--- config.mk ---
export PLATFORM = sky130hd
export DESIGN_NAME = pps_second_tracker_core
export DESIGN_NICKNAME = d
export VERILOG_FILES = /design/src/hw/rtl/pst_pkg.sv /design/src/hw/rtl/pst_in_stage.sv /design/src/hw/rtl/pst_tracker.sv /design/src/hw/rtl/pst_out_stage.sv /design/src/hw/rtl/pps_second_tracker_core.sv
export SDC_FILE = /design/constraint.sdc
export NUM_CORES = 2
export LEC_CHECK = 0
export ABC_CLOCK_PERIOD_IN_PS = 14400
export BUFFER_PORTS_ARGS = -buffer_cell sky130_fd_sc_hd__buf_2
export CELL_PAD_IN_SITES_DETAIL_PLACEMENT = 1
export CELL_PAD_IN_SITES_GLOBAL_PLACEMENT = 1
export CORE_MARGIN = 8
export CORE_UTILIZATION = 35
export CTS_CLUSTER_DIAMETER = 40
export DETAILED_ROUTE_END_ITERATION = 10
export PLACE_DENSITY_LB_ADDON = 0.25
export SKIP_LAST_GASP = 1
export SYNTH_ARGS = -nofsm -noshare
export SYNTH_HDL_FRONTEND = slang
export SYNTH_SLANG_ARGS = --single-unit
--- constraint.sdc ---
create_clock -name clk_i -period 14.4 [get_ports clk_i]
set_input_delay 1.44 -clock clk_i [delete_from_list [all_inputs] [get_ports clk_i]]
set_output_delay 1.44 -clock clk_i [all_outputs]
set_load 0.05 [all_outputs]
--- src/hw/rtl/pst_pkg.sv ---
`timescale 1ns / 1ps
`default_nettype none
// ----------------------------------------------------------------------------
// PPS second tracker package
// Shared item types and timing constants for the second tracker.
// ----------------------------------------------------------------------------
package pst_pkg;

  localparam int unsigned IN_DATA_W  = 200;
  localparam int unsigned IN_USER_W  = 2;
  localparam int unsigned OUT_DATA_W = 128;

  localparam logic signed [31:0] NS_PER_S  = 32'sd1000000000;
  localparam logic signed [31:0] TWO_S_NS  = 32'sd2000000000;
  localparam logic signed [31:0] HALF_S_NS = 32'sd500000000;
  localparam logic signed [31:0] STEP_NS   = 32'sd10000000;
  localparam logic signed [31:0] AGE_MIN   = -32'sd15;
  localparam logic signed [31:0] AGE_MAX   = 32'sd3;
  localparam logic signed [21:0] US_PER_S  = 22'sd1000000;
  localparam logic signed [21:0] TWO_S_US  = 22'sd2000000;
  localparam logic signed [30:0] NS_PER_US = 31'sd1000;
  localparam logic [30:0]        ADJ_RESET = 31'd100000;

  typedef struct packed {
    logic signed [31:0] pulse_sec;
    logic [29:0]        pulse_nsec;
    logic [31:0]        ref_stamp;
    logic               ref_ready;
    logic               ref_copy_ok;
    logic signed [31:0] ref_receive_sec;
    logic [19:0]        ref_receive_usec;
    logic signed [31:0] ref_clk_sec;
    logic [19:0]        ref_clk_usec;
  } item_t;

  typedef struct packed {
    logic signed [31:0] rx_sec;
    logic [29:0]        rx_nsec;
    logic signed [31:0] full_sec;
    logic [29:0]        clock_nsec;
  } res_t;

endpackage
`default_nettype wire

--- src/hw/rtl/pst_in_stage.sv ---
`timescale 1ns / 1ps
`default_nettype none
// ----------------------------------------------------------------------------
// PPS second tracker input stage
// Registers one input beat and unpacks it into an item.
// ----------------------------------------------------------------------------
module pst_in_stage (
  input  wire logic                             clk_i,
  input  wire logic                             rst_ni,
  input  wire logic                             s_axis_tvalid_i,
  output      logic                             s_axis_tready_o,
  input  wire logic [pst_pkg::IN_DATA_W-1:0]    s_axis_tdata_i,
  input  wire logic [pst_pkg::IN_USER_W-1:0]    s_axis_tuser_i,
  input  wire logic                             take_i,
  output      logic                             valid_o,
  output      pst_pkg::item_t                   item_o
);

  logic           valid_q, valid_d;
  pst_pkg::item_t item_q, item_d;
  logic           accept;

  assign s_axis_tready_o = !valid_q || take_i;
  assign accept          = s_axis_tvalid_i && s_axis_tready_o;

  always_comb begin
    item_d                  = item_q;
    valid_d                 = valid_q;
    if (take_i) begin
      valid_d = 1'b0;
    end
    if (accept) begin
      valid_d                 = 1'b1;
      item_d.pulse_sec        = $signed(s_axis_tdata_i[31:0]);
      item_d.pulse_nsec       = s_axis_tdata_i[61:32];
      item_d.ref_stamp        = s_axis_tdata_i[93:62];
      item_d.ref_receive_sec  = $signed(s_axis_tdata_i[125:94]);
      item_d.ref_receive_usec = s_axis_tdata_i[145:126];
      item_d.ref_clk_sec      = $signed(s_axis_tdata_i[177:146]);
      item_d.ref_clk_usec     = s_axis_tdata_i[197:178];
      item_d.ref_ready        = s_axis_tuser_i[0];
      item_d.ref_copy_ok      = s_axis_tuser_i[1];
    end
  end

  always_ff @(posedge clk_i or negedge rst_ni) begin
    if (!rst_ni) begin
      valid_q <= 1'b0;
    end else begin
      valid_q <= valid_d;
    end
  end

  always_ff @(posedge clk_i) begin
    item_q <= item_d;
  end

  assign valid_o = valid_q;
  assign item_o  = item_q;

endmodule
`default_nettype wire

--- src/hw/rtl/pst_tracker.sv ---
`timescale 1ns / 1ps
`default_nettype none
// ----------------------------------------------------------------------------
// PPS second tracker core logic
// Holds the tracked offset and forms one result per beat with a new reference stamp once an offset is valid.
// ----------------------------------------------------------------------------
module pst_tracker (
  input  wire logic           clk_i,
  input  wire logic           rst_ni,
  input  wire logic           cfg_we_i,
  input  wire logic [30:0]    cfg_wdata_i,
  input  wire logic           fire_i,
  input  wire pst_pkg::item_t item_i,
  output      logic           res_valid_o,
  output      pst_pkg::res_t  res_o
);

  logic [30:0]        adjust_q;
  logic [31:0]        last_stamp_q;
  logic               offset_valid_q;
  logic signed [31:0] offset_sec_q, offset_sec_d;
  logic signed [30:0] offset_nsec_q, offset_nsec_d;

  logic               stamp_new, age_ok, load, valid_n;
  logic signed [31:0] age;
  logic signed [21:0] ou_raw, ou;
  logic signed [31:0] os_base, os_load;
  logic signed [30:0] load_nsec;
  logic signed [31:0] cur_sec;
  logic signed [30:0] cur_nsec;
  logic signed [31:0] cur_nsec_ext, cn_raw, cn, cs_raw, cs;
  logic signed [31:0] nsec_c;
  logic signed [31:0] adj_ext, dn, cs_out;

  assign stamp_new = item_i.ref_stamp != last_stamp_q;
  assign age       = item_i.ref_receive_sec - item_i.pulse_sec;
  assign age_ok    = (age >= pst_pkg::AGE_MIN) && (age <= pst_pkg::AGE_MAX);
  assign load      = stamp_new && item_i.ref_ready && item_i.ref_copy_ok && age_ok;
  assign valid_n   = offset_valid_q || load;

  assign ou_raw  = $signed({2'b00, item_i.ref_clk_usec})
                 - $signed({2'b00, item_i.ref_receive_usec});
  assign os_base = item_i.ref_clk_sec - item_i.ref_receive_sec;

  always_comb begin
    priority if (ou_raw <= -pst_pkg::US_PER_S) begin
      ou      = ou_raw + pst_pkg::US_PER_S;
      os_load = os_base - 32'sd1;
    end else if (ou_raw > pst_pkg::US_PER_S) begin
      ou      = ou_raw - pst_pkg::TWO_S_US;
      os_load = os_base + 32'sd2;
    end else if (ou_raw > 22'sd0) begin
      ou      = ou_raw - pst_pkg::US_PER_S;
      os_load = os_base + 32'sd1;
    end else begin
      ou      = ou_raw;
      os_load = os_base;
    end
  end

  assign load_nsec = $signed({{9{ou[21]}}, ou}) * pst_pkg::NS_PER_US;

  assign cur_sec      = load ? os_load : offset_sec_q;
  assign cur_nsec     = load ? load_nsec : offset_nsec_q;
  assign cur_nsec_ext = $signed({cur_nsec[30], cur_nsec});
  assign cn_raw       = cur_nsec_ext + $signed({2'b00, item_i.pulse_nsec});
  assign cs_raw       = cur_sec + item_i.pulse_sec;

  always_comb begin
    priority if (cn_raw < -pst_pkg::HALF_S_NS) begin
      cn = cn_raw + pst_pkg::NS_PER_S;
      cs = cs_raw - 32'sd1;
    end else if (cn_raw >= pst_pkg::HALF_S_NS) begin
      cn = cn_raw - pst_pkg::NS_PER_S;
      cs = cs_raw + 32'sd1;
    end else begin
      cn = cn_raw;
      cs = cs_raw;
    end
  end

  always_comb begin
    priority if (cn > pst_pkg::STEP_NS) begin
      nsec_c = cur_nsec_ext - pst_pkg::STEP_NS;
    end else if (cn < -pst_pkg::STEP_NS) begin
      nsec_c = cur_nsec_ext + pst_pkg::STEP_NS;
    end else begin
      nsec_c = cur_nsec_ext - (cn >>> 4);
    end
  end

  always_comb begin
    logic signed [31:0] wrapped;
    priority if (nsec_c <= -pst_pkg::NS_PER_S) begin
      wrapped      = nsec_c + pst_pkg::NS_PER_S;
      offset_sec_d = cur_sec - 32'sd1;
    end else if (nsec_c > 32'sd0) begin
      wrapped      = nsec_c - pst_pkg::NS_PER_S;
      offset_sec_d = cur_sec + 32'sd1;
    end else begin
      wrapped      = nsec_c;
      offset_sec_d = cur_sec;
    end
    offset_nsec_d = wrapped[30:0];
  end

  assign adj_ext = $signed({adjust_q[30], adjust_q});

  always_comb begin
    priority if (adj_ext < -pst_pkg::NS_PER_S) begin
      dn     = adj_ext + pst_pkg::TWO_S_NS;
      cs_out = cs - 32'sd2;
    end else if (adj_ext < 32'sd0) begin
      dn     = adj_ext + pst_pkg::NS_PER_S;
      cs_out = cs - 32'sd1;
    end else begin
      dn     = adj_ext;
      cs_out = cs;
    end
  end

  assign res_valid_o      = fire_i && stamp_new && valid_n;
  assign res_o.rx_sec     = item_i.pulse_sec;
  assign res_o.rx_nsec    = item_i.pulse_nsec;
  assign res_o.full_sec   = cs_out;
  assign res_o.clock_nsec = dn[29:0];

  always_ff @(posedge clk_i or negedge rst_ni) begin
    if (!rst_ni) begin
      adjust_q       <= pst_pkg::ADJ_RESET;
      last_stamp_q   <= '0;
      offset_valid_q <= 1'b0;
      offset_sec_q   <= '0;
      offset_nsec_q  <= '0;
    end else begin
      if (cfg_we_i) begin
        adjust_q <= cfg_wdata_i;
      end
      if (fire_i && stamp_new) begin
        if (item_i.ref_ready) begin
          last_stamp_q <= item_i.ref_stamp;
        end
        if (valid_n) begin
          offset_valid_q <= 1'b1;
          offset_sec_q   <= offset_sec_d;
          offset_nsec_q  <= offset_nsec_d;
        end
      end
    end
  end

`ifndef SYNTH
  a_nsec_range: assert property (@(posedge clk_i) disable iff (!rst_ni)
    (offset_nsec_q <= 31'sd0) && ($signed({offset_nsec_q[30], offset_nsec_q}) >
      -pst_pkg::NS_PER_S))
    else $error("tracked offset nanoseconds left (-1 s, 0]");
  a_valid_sticky: assert property (@(posedge clk_i) disable iff (!rst_ni)
    !$fell(offset_valid_q))
    else $error("offset valid flag cleared");
  a_same_stamp_quiet: assert property (@(posedge clk_i) disable iff (!rst_ni)
    (fire_i && (item_i.ref_stamp == last_stamp_q)) |-> !res_valid_o)
    else $error("result for an unchanged stamp");
  a_result_valid_offset: assert property (@(posedge clk_i) disable iff (!rst_ni)
    res_valid_o |=> offset_valid_q)
    else $error("result without a valid offset");
`endif

endmodule
`default_nettype wire

--- src/hw/rtl/pst_out_stage.sv ---
`timescale 1ns / 1ps
`default_nettype none
// ----------------------------------------------------------------------------
// PPS second tracker output stage
// Result register that drives the output stream and packs its beat.
// ----------------------------------------------------------------------------
module pst_out_stage (
  input  wire logic                           clk_i,
  input  wire logic                           rst_ni,
  input  wire logic                           res_valid_i,
  input  wire pst_pkg::res_t                  res_i,
  output      logic                           slot_free_o,
  output      logic                           m_axis_tvalid_o,
  input  wire logic                           m_axis_tready_i,
  output      logic [pst_pkg::OUT_DATA_W-1:0] m_axis_tdata_o
);

  logic          valid_q, valid_d;
  pst_pkg::res_t res_q;

  assign slot_free_o = !valid_q || m_axis_tready_i;

  always_comb begin
    valid_d = valid_q;
    if (m_axis_tready_i) begin
      valid_d = 1'b0;
    end
    if (res_valid_i) begin
      valid_d = 1'b1;
    end
  end

  always_ff @(posedge clk_i or negedge rst_ni) begin
    if (!rst_ni) begin
      valid_q <= 1'b0;
    end else begin
      valid_q <= valid_d;
    end
  end

  always_ff @(posedge clk_i) begin
    if (res_valid_i) begin
      res_q <= res_i;
    end
  end

  assign m_axis_tvalid_o = valid_q;
  assign m_axis_tdata_o  = {4'b0000, res_q.clock_nsec, res_q.full_sec,
                            res_q.rx_nsec, res_q.rx_sec};

endmodule
`default_nettype wire

--- src/hw/rtl/pps_second_tracker_core.sv ---
`timescale 1ns / 1ps
`default_nettype none
// ----------------------------------------------------------------------------
// PPS second tracker
// Each input beat carries one captured pulse and a coarse reference snapshot.
// When the snapshot stamp changes, the block may load a new second offset
// from the snapshot, then tracks and corrects the offset and emits one output
// beat with the capture time and the full-second time plus the delay.
// Beats with an unchanged stamp, or before any offset is valid, emit nothing.
// The delay register is written through cfg_we_i/cfg_wdata_i. The user must
// write it only while idle; the block itself does not enforce this. An input
// beat is held in the input register; the tracking logic works on it, and the
// offset state and the output register are updated together when it fires.
// One beat is taken per cycle as long as the output register can take a result.
// Reset clears the stored stamp, the offset and its valid flag, and sets the
// delay to 100000 ns. When the receiver stalls, the result waits in the output
// register, one more beat is held in the input register, and then tready
// falls until the output is taken.
// ----------------------------------------------------------------------------
module pps_second_tracker_core (
  input  wire logic                           clk_i,
  input  wire logic                           rst_ni,
  input  wire logic                           cfg_we_i,
  input  wire logic [30:0]                    cfg_wdata_i,
  input  wire logic                           s_axis_tvalid_i,
  output      logic                           s_axis_tready_o,
  // pulse_sec, pulse_nsec, ref_stamp, ref_receive_sec, ref_receive_usec,
  // ref_clk_sec, ref_clk_usec, two bits of zero fill
  input  wire logic [pst_pkg::IN_DATA_W-1:0]  s_axis_tdata_i,
  // ref_ready, ref_copy_ok
  input  wire logic [pst_pkg::IN_USER_W-1:0]  s_axis_tuser_i,
  output      logic                           m_axis_tvalid_o,
  input  wire logic                           m_axis_tready_i,
  // rx_sec, rx_nsec, full_sec, clock_nsec, four bits of zero fill
  output      logic [pst_pkg::OUT_DATA_W-1:0] m_axis_tdata_o
);

  logic           in_valid, slot_free, fire, res_valid;
  pst_pkg::item_t item;
  pst_pkg::res_t  res;

  assign fire = in_valid && slot_free;

  pst_in_stage u_in (
    .clk_i           (clk_i),
    .rst_ni          (rst_ni),
    .s_axis_tvalid_i (s_axis_tvalid_i),
    .s_axis_tready_o (s_axis_tready_o),
    .s_axis_tdata_i  (s_axis_tdata_i),
    .s_axis_tuser_i  (s_axis_tuser_i),
    .take_i          (fire),
    .valid_o         (in_valid),
    .item_o          (item)
  );

  pst_tracker u_track (
    .clk_i       (clk_i),
    .rst_ni      (rst_ni),
    .cfg_we_i    (cfg_we_i),
    .cfg_wdata_i (cfg_wdata_i),
    .fire_i      (fire),
    .item_i      (item),
    .res_valid_o (res_valid),
    .res_o       (res)
  );

  pst_out_stage u_out (
    .clk_i           (clk_i),
    .rst_ni          (rst_ni),
    .res_valid_i     (res_valid),
    .res_i           (res),
    .slot_free_o     (slot_free),
    .m_axis_tvalid_o (m_axis_tvalid_o),
    .m_axis_tready_i (m_axis_tready_i),
    .m_axis_tdata_o  (m_axis_tdata_o)
  );

endmodule
`default_nettype wire

# After elaboration in Yosys (flattened, before gate mapping)
# Index checks and enable logic that the tools add are counted.
[word_totals]
n_memories = 0
ramBits = 0
out_inout_bits = 130
ff_bits = 453
elab_cells = 104
romBits = 0
inputBits = 238
latchBits = 0
[classes]
n_lt_le_gt_ge = 13
n_mul = 1
shifts = 0
n_addsub = 26
muxes = 26
eq_ne = 1
div = 0
n_reduce_logical = 17
bitwise = 0
[op_table]
columns = ["operator", "n"]
rows = [
  ["$mux 32", 14],
  ["$sub 32x2->32 const B", 4],
  ["$add 32x2->32 const B", 3],
  ["$mux 31", 3],
  ["$mux 22", 3],
  ["$sub 32x32->32", 2],
  ["$mux 30", 2],
  ["$add 31x25->32 const B", 1],
  ["$add 31x31->32", 1],
  ["$add 32x3->32 const B", 1],
  ["$add 32x31->32 const B", 1],
  ["$add 32x32->32", 1],
  ["$ge 32x30->1 const B", 1],
  ["$ge 32x5->1 const B", 1],
  ["$gt 32x1->1 const B", 1],
  ["$gt 32x25->1 const B", 1],
  ["$le 32x3->1 const B", 1],
  ["$le 32x31->1 const B", 1],
  ["$lt 32x25->1 const B", 1],
  ["$lt 32x30->1 const B", 1],
  ["$ne 32x32->1", 1],
  ["$sub 31x25->32 const B", 1],
  ["$sub 31x28->32", 1],
  ["$sub 32x3->32 const B", 1],
  ["21 further kinds", 36],
]

# Depth between registers and ports, before layout
[depth]
word_depth = 17
ltp_mapped = 76
mapped_depth_nobuf = 70

# By module
# From an unflattened synthesis, not the netlist that was laid out.
[hier_totals]
hier_cells = 4822
hier_area_um2 = 42349.4
[modules_own_cells]
columns = ["mod", "cells_each", "area_per_inst_um2", "seq_area_each_um2", "instances"]
rows = [
  ["pst_tracker", 4485, 32478.6, 3185.6, 1],
  ["pst_in_stage", 204, 6059.6, 6030.8, 1],
  ["pst_out_stage", 132, 3804.9, 3748.6, 1],
  ["pps_second_tracker_core", 1, 6.3, 0.0, 1],
]

# Least setup slack after synthesis
# No wires, ideal clock.
[synth_path]
kind = "reg-to-reg"
start = "reg u_in.item_q (netlist bit u_in.item_o[52])"
end = "reg u_track.offset_sec_q[27]"
setup_time_ns = 0.069
stages_incl_launch_ff = 65
t_arrival_ns = 15.743
n_path_buf = 3
required_ns = 14.331
setup_slack_ns = -1.412
period_less_slack_ns = 15.812
cell_sequence = "edfxtp_1 -> ha_1 -> fa_1 -> nor2b_1 -> o21a_1 -> nor2_1 -> xnor2_1 -> inv_1 -> ha_1 -> a211o_1 -> a41o_1 -> a211oi_4 -> clkbuf_1 -> nor2_1 -> nor2_1 -> xnor2_1 -> inv_1 -> fa_1 -> [29 not listed] -> and3_1 -> or4_1 -> and2_1 -> ha_1 -> a21o_1 -> a211o_1 -> and2_1 -> a221o_1 -> or3_1 -> a31o_2 -> buf_2 -> or3_1 -> or4_4 -> o41ai_4 -> nor3_2 -> a32o_1 -> or3_1 -> nand3_1"
[synth_via]
elab_chain_len = 17
word_cells_on_any_way = 36
classes_between = "add/sub: 12; mul: 1; order compare: 9; mux: 14"
[synth_rtl]
columns = ["element", "line", "rtl"]
rows = [
  ["start, declared", "pst_in_stage.sv:20", "pst_pkg::item_t item_q, item_d;"],
  ["start signal, assigned", "pst_in_stage.sv:55", "item_q <= item_d;"],
  ["$sub 20x20->21 (*)", "pst_tracker.sv:42", "- $signed({2'b00, item_i.ref_receive_usec});"],
  ["$sub 22x21->22 / $gt 22x1->1 (equally long branches)", "pst_tracker.sv:53, pst_tracker.sv:52", ""],
  ["$mux 22", "pst_tracker.sv:52", "end else if (ou_raw > 22'sd0) begin"],
  ["$mux 22", "pst_tracker.sv:49", "end else if (ou_raw > pst_pkg::US_PER_S) begin"],
  ["$mux 22", "pst_tracker.sv:46", "priority if (ou_raw <= -pst_pkg::US_PER_S) begin"],
  ["$mul 22x8->28", "pst_tracker.sv:61", "assign load_nsec = $signed({{9{ou[21]}}, ou}) * pst_pkg::NS_PER_US;"],
  ["$mux 31", "pst_tracker.sv:64", "assign cur_nsec = load ? load_nsec : offset_nsec_q;"],
  ["$add 31x31->32", "pst_tracker.sv:66", "assign cn_raw = cur_nsec_ext + $signed({2'b00, item_i.pulse_nsec});"],
  ["$sub 32x31->32 / $ge 32x30->1 (equally long branches)", "pst_tracker.sv:74, pst_tracker.sv:73", ""],
  ["$mux 32", "pst_tracker.sv:73", "end else if (cn_raw >= pst_pkg::HALF_S_NS) begin"],
  ["$mux 32", "pst_tracker.sv:70", "priority if (cn_raw < -pst_pkg::HALF_S_NS) begin"],
  ["$sub 31x28->32 / $lt 32x25->1 (equally long branches)", "pst_tracker.sv:88, pst_tracker.sv:85", ""],
  ["$mux 32", "pst_tracker.sv:85", "end else if (cn < -pst_pkg::STEP_NS) begin"],
  ["$mux 32", "pst_tracker.sv:83", "priority if (cn > pst_pkg::STEP_NS) begin"],
  ["$gt 32x1->1", "pst_tracker.sv:97", "end else if (nsec_c > 32'sd0) begin"],
  ["$mux 32", "pst_tracker.sv:97", ""],
  ["$mux 32 (*)", "pst_tracker.sv:94", "priority if (nsec_c <= -pst_pkg::NS_PER_S) begin"],
  ["end signal, assigned", "pst_tracker.sv:145", "offset_sec_q <= offset_sec_d;"],
  ["end, declared", "pst_tracker.sv:21", "logic signed [31:0] offset_sec_q, offset_sec_d;"],
]
# Every way passes the cells marked *; elsewhere a longest branch is shown, timed or not.
# A chain may end at the register's enable or synchronous reset.

# Worst setup path in the final report
[layout_path]
start = "reg u_in.item_q (netlist bit u_in.item_o[1])"
end = "reg u_track.offset_sec_q[21]"
# The elaborated chain is that of the path after synthesis.

==> flow_summary.ini <==
[synthesis]
synth_flop_cell = edfxtp_1
synth_area_leaders = edfxtp_1 24%, ha_1 8.4%, dfrtp_1 7.5%
synth_area_um2 = 41000
synthArstFlopShare = 0.285
synth.distinct_cells = 114
yosys.area.top_type = edfxtp_1
ys_warn_count = 0
yosysSeqAreaShare = 0.316
synth-edff-count = 324
ys_ff_latch = 453
netlist_instances = 4609
avgSynthCellArea_um2 = 8.90
yosys.area.top_type_share = 0.237

[detailed_routing]
finalWirelength_um = 162000
wl_per_cell_um = 21.6
drcViolationCount = 0
vias_per_cell = 5.53
ant_nets = 0
drtPass1Iterations = 6
drt_iter0_drc = 2185
vias = 41400

[timing]
fin_ws_ns = -0.439
rsz0062_at_grt = true
hold_viol_final = 0
holdWs_ns = 0.429
relSlewSlack = 0.277
finalMaxSlewViolations = 0
min_period_over_period = 1.03
setup_violations = 54
finClkSkew_ns = 0.0308
fmax_mhz = 67.4
finalSetupTns_ns = -16.88
tightest_slew_ns = 1.07
post-route-min-period_ns = 14.84

[clocking]
cts_buffers = 82
cts.sinks = 453
htree_levels = 3
clock_latency_ns = 0.70
cts-root-buf = clkbuf_16
cts.clk_slew.worst_paths_ns = 0.06
cts_tree = yes
ctsLongestPathBuffers = 3

[critical_path]
slowest_stage = fa_1
cp_max_fo = 7
cp-end-kind = flip-flop
crit_path_frequent_cell = buf_4
reg2reg_to = u_track.offset_sec_q[21]$_DFFE_PN0P_
required_ns = 14.95
reg2reg_depth = 68
cpPeakStageDelay_ns = 0.53
crit_family = compound AO/OA/AOI/OAI gates
reg2reg_from = u_in.item_o[1]$_DFFE_PP_
start_kind = flip-flop
crit_buf_inv = 14
arrival_ns = 15.39
ff2ff_setup_slack_ns = -0.44
worstSetupPathType = flip-flop to flip-flop

[status]
violations = negative setup slack
status = finished, violations left

[grt]
overflow = 0
grt_max_degree = 78
antenna_found_initial = 3
grt_usage = 0.242
grt_pass1_wl_um = 248000
grt_pass1_vias = 43800

[floorplanning]
start_util = 0.353
dieArea_um2 = 128000
die_w_um = 358
dieHeight_um = 358
rows = 125
core_um2 = 116000
pin_count = 368

[cells_and_area]
seq_area_um2 = 13000
multiInputGateArea_um2 = 28600
area_delta_synth_final_pct = 39.8
fillers = 13400
nNetsFinal = 6488
drive_gt1_frac = 0.340

[placed_design]
portBuffers = 361
dp_hpwl_um = 127000
routabilityCongestion = 0.917

[worst_hold_path]
hold_path_class = flip-flop to flip-flop
min_to = u_out.m_axis_tdata_o[98]$_DFFE_PP_
min_path_cells = 0
hold_start = u_track.adjust_q[4]$_DFFE_PN0P_

[run]
cap_viol_max_count = 0
## per-stage QoR
stage	worst slack (ns)	utilization	area, µm²	instances
after floorplan	0.00600	-	41400	4612
after global placement	-1.36	0.440	51100	7209
after detailed placement	-1.57	0.440	51100	7209
after CTS	-0.226	0.481	55900	7439
after global routing	-0.989	0.494	57400	7487
final	-0.439	0.494	57400	7488
## worst max-delay path by stage
stage	slack (ns)	cells past startpoint	endpoint	from
after floorplan	0.006	64	u_track.offset_sec_q[27]$_DFFE_PN0P_	u_in.item_o[52]$_DFFE_PP_
after global placement	-1.36	62	u_track.offset_sec_q[30]$_DFFE_PN0P_	u_in.item_o[52]$_DFFE_PP_
after detailed placement	-1.57	65	u_track.offset_sec_q[30]$_DFFE_PN0P_	u_in.item_o[52]$_DFFE_PP_
after CTS	-0.23	69	u_track.offset_sec_q[30]$_DFFE_PN0P_	u_in.item_o[52]$_DFFE_PP_
after global routing	-0.99	66	u_track.offset_sec_q[27]$_DFFE_PN0P_	u_in.item_o[4]$_DFFE_PP_
final	-0.44	68	u_track.offset_sec_q[21]$_DFFE_PN0P_	u_in.item_o[1]$_DFFE_PP_
## area by class of cell
cell class | instances | share of cell area
timing repair buffer | 1348 | 0.165
antenna | 1 | 0.0000436
multi-input combinational | 3611 | 0.498
sequential | 453 | 0.226
tap | 1524 | 0.0332
clock buffer | 94 | 0.0376
inverter | 397 | 0.0267
clock inverter | 60 | 0.0130
## what timing repair did
item	in CTS	in global routing
pin swaps	162	148
hold buffers	0	0
buffers inserted	82	48
setup endpoints to repair	66	62
resized for setup	269	216
cloned	1	1
## cells in the final DEF (no fill, tap or decap), types with 34 or more instances in the layout
master and count:
buf_4 945, inv_1 370, nand2_1 360, buf_2 360
edfxtp_1 324, nor2_1 277, xnor2_1 252, ha_1 242
a21oi_1 196, o21ai_0 193, nor3_1 147, xor2_1 124
dfrtp_1 123, nand3_1 119, clkbuf_16 84, a21o_1 83
fa_1 82, mux2_2 67, nor4_1 62, o211ai_1 59
o21ai_1 56, nand4_1 56, nand2b_1 54, and3_1 52
o21a_1 48, or3_1 46, a31oi_1 45, a21oi_2 40
and2_1 35, mux2i_1 35, or2_2 35, a211oi_1 35
nor2b_1 34
## Yosys cell counts, drive strengths merged, types with 56 or more instances
cell type	count
inv	394
mux2	67
nor3	172
a31oi	58
a21oi	244
edfxtp	324
o21ai	270
xnor2	282
a21o	84
xor2	128
nor2	306
nand2	375
o211ai	59
clkbuf	109
ha	274
nor4	68
nand3	131
and3	58
nand4	56
dfrtp	123
fa	83
## metal layers
layer	global-route usage	vias up	share of wire
met3	0.0379	286	0.045
li1	-	19600	-
met5	0	-	0.000049
met4	0.0857	2	0.040
met2	0.419	913	0.49
met1	0.304	20600	0.43
## state kept, by name, indices dropped and copies added (netlist names)
signal,count
u_out.m_axis_tdata_o,124
u_in.item_o,200
u_track.adjust_q,31
u_out.m_axis_tvalid_o,1
u_track.offset_valid_q,1
u_track.offset_nsec_q,31
u_track.last_stamp_q,32
u_track.offset_sec_q,32
u_in.valid_o,1
## cells by family after synthesis
logic type / synth area share
AO/OA/AOI/OAI: 0.208
XOR/XNOR: 0.0882
adder cells (fa/ha/maj): 0.125
buffers and inverters: 0.0517
flip-flops: 0.316
multiplexers: 0.0284
other: 0.0000914
AND/OR/NAND/NOR: 0.183
Power is left out: the tool's default activity adds up to more than one toggle a clock period on the data nets, which glitch-free logic cannot reach.
